`src/design/gsp_pkg.sv`:
```
// Shared types, constants and helpers for the geo-to-screen projection core.
`default_nettype none
package gsp_pkg;
  localparam int REM_W = 52;
  localparam int Q_W = 18;
  localparam int SPAN_W = 34;
  localparam logic signed [34:0] FULL_TURN = 35'sd3600000000;

  localparam logic [3:0] REG_MIN_LON = 4'd0;
  localparam logic [3:0] REG_MAX_LON = 4'd1;
  localparam logic [3:0] REG_MIN_LAT = 4'd2;
  localparam logic [3:0] REG_MAX_LAT = 4'd3;
  localparam logic [3:0] REG_WIDTH = 4'd4;
  localparam logic [3:0] REG_HEIGHT = 4'd5;
  localparam logic [3:0] REG_OFF_X = 4'd6;
  localparam logic [3:0] REG_OFF_Y = 4'd7;

  typedef struct packed {
    logic [REM_W-1:0] rem;
    logic [Q_W-1:0] q;
    logic neg;
    logic ovf;
    logic zero;
  } lane_t;

  function automatic logic signed [15:0] sat16(input logic signed [21:0] v);
    if (v < -22'sd32768) begin
      return -16'sd32768;
    end else if (v > 22'sd32767) begin
      return 16'sd32767;
    end
    return v[15:0];
  endfunction
endpackage
`default_nettype wire

```
`src/design/gsp_div_cell.sv`:
```
// One restoring-division cell: resolves one quotient bit for both lanes.
`default_nettype none
module gsp_div_cell #(
  parameter int BIT = 0
) (
  input  wire logic clk,
  input  wire logic rst,
  input  wire logic valid_in,
  input  wire gsp_pkg::lane_t x_in,
  input  wire gsp_pkg::lane_t y_in,
  input  wire logic [gsp_pkg::SPAN_W-1:0] span_x,
  input  wire logic [gsp_pkg::SPAN_W-1:0] span_y,
  output logic valid_out,
  output gsp_pkg::lane_t x_out,
  output gsp_pkg::lane_t y_out
);
  import gsp_pkg::*;

  function automatic lane_t step(input lane_t l, input logic [SPAN_W-1:0] s);
    logic [REM_W:0] d;
    lane_t r;
    d = {1'b0, l.rem} - ({{(REM_W + 1 - SPAN_W){1'b0}}, s} << BIT);
    r = l;
    if (!d[REM_W]) begin
      r.rem = d[REM_W-1:0];
      r.q[BIT] = 1'b1;
    end
    return r;
  endfunction

  always_ff @(posedge clk) begin
    if (rst) begin
      valid_out <= 1'b0;
    end else begin
      valid_out <= valid_in;
    end
    x_out <= step(x_in, span_x);
    y_out <= step(y_in, span_y);
  end
endmodule
`default_nettype wire

```
`config.mk`:
```
export PLATFORM = sky130hd
export DESIGN_NAME = gsp_div_cell
export DESIGN_NICKNAME = d
export VERILOG_FILES = /design/src/design/gsp_pkg.sv /design/src/design/gsp_div_cell.sv
export SDC_FILE = /design/constraint.sdc
export NUM_CORES = 1
export LEC_CHECK = 0
export BUFFER_PORTS_ARGS = -buffer_cell sky130_fd_sc_hd__buf_2
export CAP_MARGIN = 20
export CORE_MARGIN = 5
export CORE_UTILIZATION = 35
export CTS_CLUSTER_SIZE = 12
export DETAILED_ROUTE_END_ITERATION = 16
export SLEW_MARGIN = 5
export SYNTH_ARGS = -nofsm -noshare
export SYNTH_HDL_FRONTEND = slang
export SYNTH_SLANG_ARGS = --single-unit
```
`constraint.sdc`:
```
create_clock -name clk -period 2.5 [get_ports clk]
set_input_delay 0.125 -clock clk [delete_from_list [all_inputs] [get_ports clk]]
set_output_delay 0.125 -clock clk [all_outputs]
set_load 0.05 [all_outputs]
```
==> run_results.csv <==
group,metric,value,unit
outcome,status,"complete, no violations",
yosys,synth-async-reset-ratio,0,%
drt,dr.first_iter.drc_count,459,
sta,setup_viol_count_final,0,
floorplanning,die_w,168,um
floorplanning,initial_core_util,35.7,%
yosys,yosysSeqAreaShare,33.8,%
floorplanning,ios,364,
sta,worstMarginPinSlew,0.745,ns
finish,fillers,2225,
hold_path,holdPathEnd,"y_out[57]",
drt,wire_per_inst,15.7,um
floorplanning,core,24400,um2
sta,relSlewSlack,49.8,%
cts,cts.sinks,147,
hold_path,holdPathStages,2,
finish,synthToLayoutAreaGrowth,63.3,%
yosys,netlist_top_cells_area,"dfxtp_1 (34%), ha_1 (9.8%), a21oi_1 (6.0%)",
drt,via_count,9904,
yosys,synth_flop_cell,"dfxtp_1",
power,power_density,626,nW/um2
power,vdd_drop_max,0.000378,V
cts,clk_pin_slew,0.07,ns
finish,seqCellArea,2940,um2
cts,cts-htree-levels,4,
floorplanning,rows,57,
cts,root_buffer,"clkbuf_16",
yosys,synth_area_leader_cell,"dfxtp_1",
run,cap_violations,0,
grt,grt_pass1_wl,50.4,mm
drt,vias_per_cell,4.87,
yosys,synthAdderAreaFrac,10.2,%
drt,dr.pass1.iters,5,
critical_path,cp.required,2.82,ns
finish,layout-drive-gt1-share,36.3,%
placed_design,gp_congestion,0.919,
placed_design,hpwl,25.1,mm
hold_path,hp-start,"y_in[57]",
sta,totalNegativeSetupSlack,0,ns
yosys,yosysTopAreaCellShare,33.8,%
critical_path,cp.arrival,2.75,ns
finish,fin_nets,1983,
placed_design,dp.cells,1857,
finish,final_cell_mix,"buf_2 (363), buf_4 (147), dfxtp_1 (147)",
drt,routed_wl,31.9,mm
finish,multi_input_area,5540,um2
critical_path,end_kind,"flip-flop",
yosys,yosysWarnings,0,
sta,fin_crit_sh,97.4,%
yosys,synthSimpleGateAreaFrac,18.7,%
finish,stdcell_count,2033,
yosys,postSynthCellCount,1049,
yosys,synth_cell_type_count,76,
cts,tritoncts,"built",
yosys,syn_area_per_cell,8.31,um2
floorplanning,die_h,168,um
grt,antenna_found_initial,3,
sta,rsz0062_at_grt,"yes",
cts,clockBufferDepth,2,
yosys,synth_top_family_by_area,"compound AO/OA/AOI/OAI gates",
grt,grt_use_total,21.6,%
finish,antenna_cells,0,
grt,grt_pass1_vias,10100,
placed_design,portBuffers,363,
yosys,syn_nets,1336,
critical_path,crit_fanout,6,
critical_path,critPathLaunchType,"primary input",
yosys,synth-xor-area-share,9.14,%
drt,antenna_left,0,
sta,period_minus_slack,2.44,ns
finish,layout_commonest_cell,"buf_2",
grt,grt.overflow.total,0,
yosys,synth-edff-count,0,
sta,final_max_slew_viol_count,0,
critical_path,worstSetupPathType,"primary input to flip-flop",
sta,max_freq,0.411,GHz
yosys,syn-cell-area,8720,um2
grt,grt_max_degree,31,
power,p_leak,6.84,nW
sta,setup_ws,0.0649,ns
cts,cts_buffers,17,
yosys,synth_seq_cells,147,
floorplanning,dieArea,28200,um2
yosys,synthMuxAreaShare,1.66,%
drt,drc_errors,0,
placed_design,place_ws,-0.338,ns
hold_path,hold_path.class,"primary input to flip-flop",
yosys,synth-compound-area-share,21.3,%
sta,hold_violations,0,
[how the worst max path moves through the flow]
stage / from / to / slack [ns]
finish: x_in[51] / x_out[56] / 0.06
global route: x_in[21] / x_out[63] / -0.04
CTS: y_in[51] / y_out[66] / 0.007
detailed placement: span_x[1] / x_out[50] / -0.34
global placement: x_in[21] / x_out[71] / -0.33
floorplan: x_in[21] / x_out[30] / 0.01
[critical path: stages]
cell and delay [ns]:
dlygate4sd3_1 0.53, buf_2 0.14, ha_2 0.37, a21o_1 0.18, a31oi_1 0.07, or4b_2 0.64
a21o_1 0.19, and3_2 0.24, buf_4 0.14, xor2_1 0.13
[stage by stage]
step	total power (W)	hold slack (ns)	instance area, um2	utilization, %
final	0.00890	0.0340	14200	58.4
after global routing	0.00938	0.0203	14200	58.4
after CTS	0.00892	0.0152	14000	57.3
after detailed placement	0.00609	0.229	12000	49.1
after global placement	0.00608	0.227	12000	49.1
after floorplan	0.00498	0.153	8720	-
[sequential cells by signal, summed over array words and instances, names as in the netlist]
name       flops
x_out         73
y_out         73
valid_out      1
[cells by family after synthesis]
group	Yosys count
AOI/OAI and AO/OA	291
xor gates and xnor gates	91
adders and majority gates	70
buffers and inverters	111
DFF	147
muxes	13
and+or+nand+nor	326
[timing repair]
action / 4_1_cts / 5_1_grt
endpoints found under the hold margin: 139 / 0
buffers inserted: 0 / 4
setup endpoints to repair: 0 / 82
hold buffers: 140 / 0
resized for setup: 0 / 45
[area by class of cell]
type	count	area share (%)
Sequential cell	147	20.7
Inverter	84	2.21
Timing Repair Buffer	655	31.0
Clock inverter	15	1.34
Tap cell	324	2.85
Multi-Input combinational cell	791	38.9
Clock buffer	17	2.99
[layer usage]
metal / routed length, um / GRT usage [%] / share of wire, % / vias to the layer above
li1: - / - / - / 4985
met1: 13600 / 27.0 / 43 / 4547
met2: 15600 / 37.2 / 49 / 323
met3: 2200 / 5.46 / 6.9 / 45
met4: 536 / 5.72 / 1.7 / 4
met5: 14 / 0 / 0.044 / -
[where the power goes]
group / switching, W / internal [W]
Clock: 0.00126 / 0.00136
Combinational: 0.00225 / 0.00127
Sequential: 0.0000971 / 0.00266
Total: 0.00361 / 0.00529
[cell usage after synthesis (7+ instances only)]
cell type / number
nand2_1: 104
nor2b_1: 9
dfxtp_1: 147
xnor2_1: 50
a31oi_1: 7
inv_1: 84
o21ai_1: 24
ha_1: 68
nor2_1: 87
a21o_1: 31
o21ai_0: 55
nand2b_1: 12
xor2_1: 41
mux2_2: 12
nand3_1: 22
buf_2: 10
clkbuf_1: 12
o21a_1: 11
a21oi_1: 105
nand4_1: 15
nor3_1: 15
nor4_1: 18
(Power assumes the default switching activity.)
